==> src/wdt_pkg.sv <==
package wdt_pkg;

    localparam int COUNT_WIDTH = 32;
    localparam int DATA_WIDTH  = 32;
    localparam int CTL_WIDTH   = 3;

    localparam logic [DATA_WIDTH-1:0] RESTART_KEY = 32'h0000_5ab9;

    localparam int CTL_ENABLE_BIT = 0;
    localparam int CTL_RESET_BIT  = 1;
    localparam int CTL_INTR_BIT   = 2;

    localparam logic [1:0] ACT_TICK  = 2'd0;
    localparam logic [1:0] ACT_WRITE = 2'd1;
    localparam logic [1:0] ACT_READ  = 2'd2;

    localparam logic [2:0] REG_COUNTER = 3'd0;
    localparam logic [2:0] REG_LOAD    = 3'd1;
    localparam logic [2:0] REG_RESTART = 3'd2;
    localparam logic [2:0] REG_CONTROL = 3'd3;
    localparam logic [2:0] REG_STATUS  = 3'd4;
    localparam logic [2:0] REG_CLEAR   = 3'd5;
    localparam logic [2:0] REG_INTR    = 3'd6;

    typedef struct packed {
        logic [1:0]            action;
        logic [2:0]            reg_index;
        logic [DATA_WIDTH-1:0] write_data;
    } cmd_t;

    typedef struct packed {
        logic [DATA_WIDTH-1:0] read_data;
        logic                  interrupt_out;
        logic                  reset_out;
        logic                  expired;
    } rsp_t;

endpackage

==> src/wdt_cmd_if.sv <==
interface wdt_cmd_if;
    logic        valid;
    logic        ready;
    logic [1:0]  action;
    logic [2:0]  reg_index;
    logic [31:0] write_data;

    modport source (output valid, output action, output reg_index, output write_data,
                    input ready);
    modport sink (input valid, input action, input reg_index, input write_data,
                  output ready);
endinterface

==> src/wdt_rsp_if.sv <==
interface wdt_rsp_if;
    logic        valid;
    logic        ready;
    logic [31:0] read_data;
    logic        interrupt_out;
    logic        reset_out;
    logic        expired;

    modport source (output valid, output read_data, output interrupt_out,
                    output reset_out, output expired, input ready);
    modport sink (input valid, input read_data, input interrupt_out,
                  input reset_out, input expired, output ready);
endinterface

==> src/wdt_core.sv <==
module wdt_core (
    input  logic           clk,
    input  logic           rst_n,
    input  logic           fire,
    input  wdt_pkg::cmd_t  cmd,
    output wdt_pkg::rsp_t  rsp
);

    logic [wdt_pkg::COUNT_WIDTH-1:0] count_reg, count_next;
    logic [wdt_pkg::COUNT_WIDTH-1:0] load_reg, load_next;
    logic [wdt_pkg::CTL_WIDTH-1:0]   ctl_reg, ctl_next;
    logic                            expired_reg, expired_next;
    logic [wdt_pkg::DATA_WIDTH-1:0]  plen_reg, plen_next;
    logic [wdt_pkg::DATA_WIDTH-1:0]  prem_reg, prem_next;
    logic                            rstreq_reg, rstreq_next;

    logic [wdt_pkg::COUNT_WIDTH-1:0] count_dec;
    logic [wdt_pkg::DATA_WIDTH-1:0]  prem_dec;
    logic [wdt_pkg::DATA_WIDTH-1:0]  rd_data;
    logic                            enabled;
    logic                            expire;

    assign enabled   = ctl_reg[wdt_pkg::CTL_ENABLE_BIT];
    assign count_dec = (enabled && (count_reg != '0)) ? count_reg - 1'b1 : count_reg;
    assign expire    = enabled && (count_dec == '0) && !expired_reg;
    assign prem_dec  = (prem_reg != '0) ? prem_reg - 1'b1 : prem_reg;

    always_comb
    begin
        count_next   = count_reg;
        load_next    = load_reg;
        ctl_next     = ctl_reg;
        expired_next = expired_reg;
        plen_next    = plen_reg;
        prem_next    = prem_reg;
        rstreq_next  = rstreq_reg;
        rd_data      = '0;
        case (cmd.action)
            wdt_pkg::ACT_TICK:
            begin
                count_next = count_dec;
                if (expire)
                begin
                    expired_next = 1'b1;
                    if (ctl_reg[wdt_pkg::CTL_RESET_BIT])
                        rstreq_next = 1'b1;
                    if (ctl_reg[wdt_pkg::CTL_INTR_BIT])
                        prem_next = plen_reg;
                    else
                        prem_next = prem_dec;
                end
                else
                    prem_next = prem_dec;
            end
            wdt_pkg::ACT_WRITE:
            begin
                case (cmd.reg_index)
                    wdt_pkg::REG_LOAD:
                        load_next = cmd.write_data[wdt_pkg::COUNT_WIDTH-1:0];
                    wdt_pkg::REG_RESTART:
                        if (cmd.write_data == wdt_pkg::RESTART_KEY)
                            count_next = load_reg;
                    wdt_pkg::REG_CONTROL:
                        ctl_next = cmd.write_data[wdt_pkg::CTL_WIDTH-1:0];
                    wdt_pkg::REG_CLEAR:
                        expired_next = 1'b0;
                    wdt_pkg::REG_INTR:
                        plen_next = cmd.write_data;
                    default: ;
                endcase
            end
            wdt_pkg::ACT_READ:
            begin
                case (cmd.reg_index)
                    wdt_pkg::REG_COUNTER:
                        rd_data = wdt_pkg::DATA_WIDTH'(count_reg);
                    wdt_pkg::REG_LOAD:
                        rd_data = wdt_pkg::DATA_WIDTH'(load_reg);
                    wdt_pkg::REG_CONTROL:
                        rd_data = wdt_pkg::DATA_WIDTH'(ctl_reg);
                    wdt_pkg::REG_STATUS:
                        rd_data = wdt_pkg::DATA_WIDTH'(expired_reg);
                    wdt_pkg::REG_INTR:
                        rd_data = plen_reg;
                    default:
                        rd_data = '0;
                endcase
            end
            default: ;
        endcase
    end

    always_ff @(posedge clk or negedge rst_n)
    begin
        if (!rst_n)
        begin
            count_reg   <= '0;
            load_reg    <= '0;
            ctl_reg     <= '0;
            expired_reg <= 1'b0;
            plen_reg    <= '0;
            prem_reg    <= '0;
            rstreq_reg  <= 1'b0;
        end
        else if (fire)
        begin
            count_reg   <= count_next;
            load_reg    <= load_next;
            ctl_reg     <= ctl_next;
            expired_reg <= expired_next;
            plen_reg    <= plen_next;
            prem_reg    <= prem_next;
            rstreq_reg  <= rstreq_next;
        end
    end

    assign rsp.read_data     = rd_data;
    assign rsp.interrupt_out = (prem_next != '0);
    assign rsp.reset_out     = rstreq_next;
    assign rsp.expired       = expired_next;

    a_rstreq_sticky: assert property (@(posedge clk) disable iff (!rst_n)
        rstreq_reg |=> rstreq_reg)
        else $error("reset request dropped");

    a_status_rise_on_tick: assert property (@(posedge clk) disable iff (!rst_n)
        $rose(expired_reg) |-> $past(fire && (cmd.action == wdt_pkg::ACT_TICK)))
        else $error("status set outside a tick");

    a_count_change_src: assert property (@(posedge clk) disable iff (!rst_n)
        !$stable(count_reg) |-> $past(fire && ((cmd.action == wdt_pkg::ACT_TICK)
            || ((cmd.action == wdt_pkg::ACT_WRITE)
                && (cmd.reg_index == wdt_pkg::REG_RESTART)))))
        else $error("counter changed without tick or restart");

    a_disabled_holds: assert property (@(posedge clk) disable iff (!rst_n)
        (fire && (cmd.action == wdt_pkg::ACT_TICK) && !enabled) |=> $stable(count_reg))
        else $error("disabled counter moved");

endmodule

==> src/watchdog_timer_registers.sv <==
// Channel | Dir | Beat contents
// cmd     | in  | action, reg_index, write_data
// rsp     | out | read_data, interrupt_out, reset_out, expired
//
// One beat per cycle sustained while rsp is ready; each command beat goes
// through the command register, then the output register, to reach rsp.
// The command register feeds the register file and its update logic.
// rst_n clears valid flags, counter, load, control, status, pulse, reset request.
// A stalled rsp holds its beat; cmd keeps taking one more beat into its register,
// then drops ready until rsp drains.
module watchdog_timer_registers (
    input  logic      clk,
    input  logic      rst_n,
    wdt_cmd_if.sink   cmd,
    wdt_rsp_if.source rsp
);

    logic           s1_valid_reg, s1_valid_next;
    wdt_pkg::cmd_t  s1_cmd_reg;
    logic           out_valid_reg, out_valid_next;
    wdt_pkg::rsp_t  out_rsp_reg;
    wdt_pkg::rsp_t  core_rsp;
    logic           advance;
    logic           cmd_fire;

    assign advance   = s1_valid_reg && (!out_valid_reg || rsp.ready);
    assign cmd.ready = !s1_valid_reg || advance;
    assign cmd_fire  = cmd.valid && cmd.ready;

    always_comb
    begin
        s1_valid_next = s1_valid_reg;
        if (cmd_fire)
            s1_valid_next = 1'b1;
        else if (advance)
            s1_valid_next = 1'b0;
        out_valid_next = out_valid_reg;
        if (advance)
            out_valid_next = 1'b1;
        else if (rsp.ready)
            out_valid_next = 1'b0;
    end

    always_ff @(posedge clk or negedge rst_n)
    begin
        if (!rst_n)
        begin
            s1_valid_reg  <= 1'b0;
            out_valid_reg <= 1'b0;
        end
        else
        begin
            s1_valid_reg  <= s1_valid_next;
            out_valid_reg <= out_valid_next;
        end
    end

    always_ff @(posedge clk)
    begin
        if (cmd_fire)
        begin
            s1_cmd_reg.action     <= cmd.action;
            s1_cmd_reg.reg_index  <= cmd.reg_index;
            s1_cmd_reg.write_data <= cmd.write_data;
        end
        if (advance)
            out_rsp_reg <= core_rsp;
    end

    wdt_core u_core (
        .clk   (clk),
        .rst_n (rst_n),
        .fire  (advance),
        .cmd   (s1_cmd_reg),
        .rsp   (core_rsp)
    );

    assign rsp.valid         = out_valid_reg;
    assign rsp.read_data     = out_rsp_reg.read_data;
    assign rsp.interrupt_out = out_rsp_reg.interrupt_out;
    assign rsp.reset_out     = out_rsp_reg.reset_out;
    assign rsp.expired       = out_rsp_reg.expired;

endmodule

==> src/flat_wrapper.sv <==
// flat-port wrapper written by rule: the top's interface ports become plain ports
module watchdog_timer_registers_flat 
  (clk, rst_n, cmd_valid, cmd_action, cmd_reg_index, cmd_write_data, cmd_ready, rsp_valid, rsp_read_data, rsp_interrupt_out, rsp_reset_out, rsp_expired, rsp_ready);
  wdt_cmd_if cmd_i ();
  wdt_rsp_if rsp_i ();
  input  logic clk;
  input  logic rst_n;
  input wire logic [$bits(cmd_i.valid)-1:0] cmd_valid;
  input wire logic [$bits(cmd_i.action)-1:0] cmd_action;
  input wire logic [$bits(cmd_i.reg_index)-1:0] cmd_reg_index;
  input wire logic [$bits(cmd_i.write_data)-1:0] cmd_write_data;
  output wire logic [$bits(cmd_i.ready)-1:0] cmd_ready;
  output wire logic [$bits(rsp_i.valid)-1:0] rsp_valid;
  output wire logic [$bits(rsp_i.read_data)-1:0] rsp_read_data;
  output wire logic [$bits(rsp_i.interrupt_out)-1:0] rsp_interrupt_out;
  output wire logic [$bits(rsp_i.reset_out)-1:0] rsp_reset_out;
  output wire logic [$bits(rsp_i.expired)-1:0] rsp_expired;
  input wire logic [$bits(rsp_i.ready)-1:0] rsp_ready;
  assign cmd_i.valid = cmd_valid;
  assign cmd_i.action = cmd_action;
  assign cmd_i.reg_index = cmd_reg_index;
  assign cmd_i.write_data = cmd_write_data;
  assign cmd_ready = cmd_i.ready;
  assign rsp_valid = rsp_i.valid;
  assign rsp_read_data = rsp_i.read_data;
  assign rsp_interrupt_out = rsp_i.interrupt_out;
  assign rsp_reset_out = rsp_i.reset_out;
  assign rsp_expired = rsp_i.expired;
  assign rsp_i.ready = rsp_ready;
  watchdog_timer_registers u_core (.clk(clk), .rst_n(rst_n), .cmd(cmd_i), .rsp(rsp_i));
endmodule
==> config.mk <==
export PLATFORM = sky130hd
export DESIGN_NAME = watchdog_timer_registers_flat
export DESIGN_NICKNAME = d
export VERILOG_FILES = /design/src/wdt_pkg.sv /design/src/wdt_cmd_if.sv /design/src/wdt_rsp_if.sv /design/src/wdt_core.sv /design/src/watchdog_timer_registers.sv /design/src/flat_wrapper.sv
export SDC_FILE = /design/constraint.sdc
export NUM_CORES = 1
export LEC_CHECK = 0
export BUFFER_PORTS_ARGS = -buffer_cell sky130_fd_sc_hd__clkbuf_2
export CORE_ASPECT_RATIO = 0.8
export CORE_UTILIZATION = 55
export DETAILED_ROUTE_END_ITERATION = 16
export PLACE_DENSITY_LB_ADDON = 0.25
export SYNTH_ARGS = -nofsm -noshare
export SYNTH_HDL_FRONTEND = slang
export SYNTH_SLANG_ARGS = --single-unit
==> constraint.sdc <==
create_clock -name clk -period 4 [get_ports clk]
set_input_delay 0.6 -clock clk [delete_from_list [all_inputs] [get_ports clk]]
set_output_delay 0.6 -clock clk [all_outputs]
set_load 0.03 [all_outputs]
# Word-level counts from Yosys, hierarchy flattened
# Index checks and enable logic that the tools add are counted.
# word_totals
ff_bits	207
wordCells	71
# op_classes
addsub	2
eq_ne	11
n_mux	19
n_reduce_logical	23
# op_table
cell	n
32-bit 2-to-1 mux	7
32-bit one-hot mux with 5 select lines	1
32-bit nonzero test	3
32-bit one-hot mux with 2 select lines	1
32-bit by 1-bit subtractor with 32-bit output (second input constant)	2
32-bit by 15-bit == test with 1-bit output (second input constant)	1
32-bit logical NOT	1
3-bit == test (second input constant)	3
1-bit 2-to-1 mux	9
3-bit AND reduction	3
3-bit by 2-bit == test with 1-bit output (second input constant)	2
2-bit nonzero test	3
1-bit logical AND	5
2-bit inequality test (second input constant)	2
4-bit AND reduction	1
3-bit by 1-bit == test with 1-bit output (second input constant)	1
1-bit logical NOT	3
3-bit logical NOT	1
2-bit by 1-bit == test with 1-bit output (second input constant)	1
2-bit == test (second input constant)	1
2-bit logical NOT	1
1-bit logical OR	2
1-bit one-hot mux with 2 select lines	1

# Depth between registers and ports, before layout
# depth
depth_word	9
mapped_depth	14
mapped_depth_nobuf	13

# Hierarchy
# From an unflattened synthesis, not the netlist that was laid out.
# unflattened
hier_cells	1141
hier_area_um2	11394.7
# modules_own_cells
mod	instances	cells_each	area_each_um2
wdt_core	1	1061	9128.8
watchdog_timer_registers	1	80	2265.9

# Least setup slack after synthesis
# Ideal clock, no wire load.
# synth_timing
kind	reg-to-reg
startpoint	reg u_core.u_core.count_reg[0] in the netlist's numbering
endpoint	reg u_core.out_rsp_reg (netlist bit u_core.rsp.interrupt_out), data pin
setup_ns	0.273
arrival_ns	3.284
required_time_ns	3.727
path_slack_ns	0.443
stages_incl_launch_ff	14
period_less_slack_ns	3.557
path_cell_list	dfrtp_1 -> inv_1 -> ha_1 -> nor4b_2 -> nand4_2 -> or3_1 -> a221oi_1 -> o2111a_1 -> nand2_2 -> nor2_4 -> o21ai_0 -> a221o_1 -> nor4_1 -> nand4_1
# synth_rtl
element	line	rtl
start, declared	wdt_core.sv:9	logic [wdt_pkg::COUNT_WIDTH-1:0] count_reg, count_next;
start signal, assigned	wdt_core.sv:107	count_reg <= count_next;
end signal, assigned	watchdog_timer_registers.sv:67	out_rsp_reg <= core_rsp;
end, declared	watchdog_timer_registers.sv:21	wdt_pkg::rsp_t out_rsp_reg;

==> impl_metrics.tcl <==
set metrics [dict create \
    totalPowerFinal_w 0.00789 \
    async_reset_ff_share_pct 65.2 \
    fin_area_sq_mm 0.0133 \
    dieArea_sq_mm 0.0210 \
    tightest_slew_ns 1.21 \
    clkTransAtPathRegs_ns 0.06 \
    rsz0062_at_grt "false" \
    grt_max_degree 92 \
    clk_latency_ns 0.51 \
    crit_required_ns 4.25 \
    synth_cells 1110 \
    cts_sinks 207 \
    largest_reg_flops 37 \
    root_buffer "clkbuf_16" \
    path_max_fanout 9 \
    rrSetupSlack_ns 0.22 \
    ys.warnings.count 0 \
    setup_viol 0 \
    status "finished, final reports clean" \
    portBuffers 77 \
    wl_per_cell_um 23.5 \
    crit_type "flop to flop" \
    core_sq_mm 0.0199 \
    power.density_mw_per_mm2 593 \
    routed_wl_mm 35.7 \
    synth_seq_cells 207 \
    skew_ns 0.0100 \
    start_util_pct 56.5 \
    finalCritPeriodShare_pct 94.5 \
    synthFlopType "dfrtp_1" \
    synthTopCellsByArea "dfrtp_1, edfxtp_1, mux2_2, o21ai_0, nor2_1" \
    hold_viol_final 0 \
    setup_slack_ns 0.221 \
    final_nets 1279 \
    endpoint_kind "flop" \
    fmax_mhz 265 \
    hp-class "input pin to async pin" \
    synthDominantCellAreaShare_pct 30.0 \
    placementRows 46 \
    fin_tns_setup_ns 0 \
    grt_pass1_wl_mm 54.8 \
    crit_path_max_incr_delay_ns 0.62 \
    grt_usage_pct 34.4 \
    cts_buffers 22 \
    leakagePower_nw 5.34 \
    slew_headroom_pct 19.0 \
    drtAntennaViolNets 0 \
    yosysMostFrequentCell "dfrtp_1" \
    netlist_area_sq_mm 0.0113 \
    dpl-instance-area_sq_mm 0.0124 \
    dpl.hpwl_mm 25.7 \
    slowest_stage "or4_4" \
    cts_hold_buf 0 \
    vias_per_cell 6.52 \
    firstDrtPassIters 7 \
    drc_errors 0 \
    min_period_ns 3.78 \
    grt_pass1_vias 9377 \
    drive_gt1_share_pct 29.3 \
    synth_nets 1154 \
    grt.overflow.total 0 \
    yosysSeqAreaShare_pct 49.2 \
    cts_tree "yes" \
    synth_common_cells "dfrtp_1, o21ai_0, nor2_1" \
    die_h_um 130 \
    pre_cts_slack_ns -0.0191 \
    synth-edff-count 72 \
    ir_drop_mv 0.374 \
    yosysTopAreaCell "dfrtp_1" \
    syn_avg_cell_area_sq_um 10.1 \
    syn2layout_area_growth_pct 18.1 \
    ios 78 \
    crit_path_cell_trace "or4_4 > buf_4 > nor2_1 > a31oi_1 > a41o_1 > o2111a_2 > and2_4 > nand2_2 > buf_4 > nor2_1 > a221o_1 > nor4_2 > nand4_1" \
    antenna_cells 0 \
    htree_levels 1 \
    drtIter0Drc 1011 \
    crit_buf_inv 2 \
    gp_congestion 0.982 \
    die_x_um 162 \
    start_kind "flop" \
    clk_path_buf_depth 3 \
    cp.arrival_ns 4.03 \
    drv_cap 0 \
    slew_viol_final 0 \
    antenna_found_initial 1 \
    path_delay_family "simple AND/OR/NAND/NOR gates" \
    vias 9876 \
    ys_types 84 \
]
[path summary, 6_finish.rpt]
| path | start | endpoint | cells after the start |
|---|---|---|---|
| max | u_core.u_core.count_reg[22] | u_core.rsp.interrupt_out | 13 |
| min | rst_n | u_core.u_core.prem_reg[21] | 1 |
| max reg2reg | u_core.u_core.count_reg[22] | u_core.rsp.interrupt_out | 13 |
| min reg2reg | u_core.s1_valid_reg | u_core.rsp.valid | 1 |
| max in group asynchronous | rst_n | u_core.u_core.count_reg[15] | 2 |
| min in group clk | cmd_write_data[19] | u_core.s1_cmd_reg[19] | 1 |
[layout by cell type, fill, tap and decap left out, drive strengths merged, types with 6 or more instances in the layout]
cell and n:
a211oi 9, a21oi 56, a221oi 6, a22oi 46, a31oi 14, and2 19, and3 11, buf 100
clkbuf 105, clkinv 8, dfrtp 135, edfxtp 72, inv 20, mux2 94, mux2i 6, nand2 87
nand2b 9, nand3 18, nand4 18, nor2 97, nor2b 7, nor3 47, nor4 31, o21ai 99
o22ai 10, o31ai 8, or3 22, or4 12
[logic make-up after synthesis]
group                    synth area share (%)
AO/OA/AOI/OAI                            17.1
XOR/XNOR                                0.234
adder cells (fa/ha/maj)                 0.334
buffers and inverters                    3.63
flip-flops                               49.2
multiplexers                             9.94
AND/OR/NAND/NOR                          19.5
[metrics by stage]
| stage | utilization, % | hold slack (ns) | std cells |
|---|---|---|---|
| final | 66.8 | 0.180 | 1515 |
| after detailed placement | 62.2 | 0.487 | 1470 |
| after global placement | 62.2 | 0.475 | 1470 |
| after global routing | 66.8 | 0.255 | 1515 |
| after floorplan | - | 0.304 | 1110 |
| after CTS | 65.7 | 0.224 | 1510 |
[final cells by class]
type,instances,area [sq um]
tap,264,330
inverter,20,75.1
clock inverter,11,68.8
sequential,207,5540
clock buffer,29,608
fill,1606,6620
timing repair buffer,176,1160
multi-input combinational,808,5510
[per-layer routing]
| layer | routed length, um | up-vias | track usage (%) | share of wire, % |
|---|---|---|---|---|
| li1 | - | 4441 | - | - |
| met1 | 15600 | 4778 | 50.2 | 44 |
| met2 | 15100 | 563 | 50.4 | 42 |
| met3 | 3660 | 92 | 7.57 | 10 |
| met4 | 1300 | 2 | 12.6 | 3.6 |
| met5 | 13 | - | 0 | 0.036 |
[where the power goes]
group | switching, W | internal (W) | leakage (nW)
Combinational | 0.00159 | 0.00121 | 2.59
Clock | 0.000855 | 0.00108 | 0.320
Sequential | 0.000557 | 0.00260 | 2.43
Total | 0.00300 | 0.00489 | 5.34
[what timing repair did]
item / 4_1_cts / 5_1_grt
setup endpoints to repair: 1 / 2
gates cloned: 0 / 1
pin swaps: 1 / 13
setup buffers: 0 / 4
gates resized for setup: 1 / 37
hold endpoints to repair: 0 / 0
No activity file was read; power rests on OpenSTA's default activity.
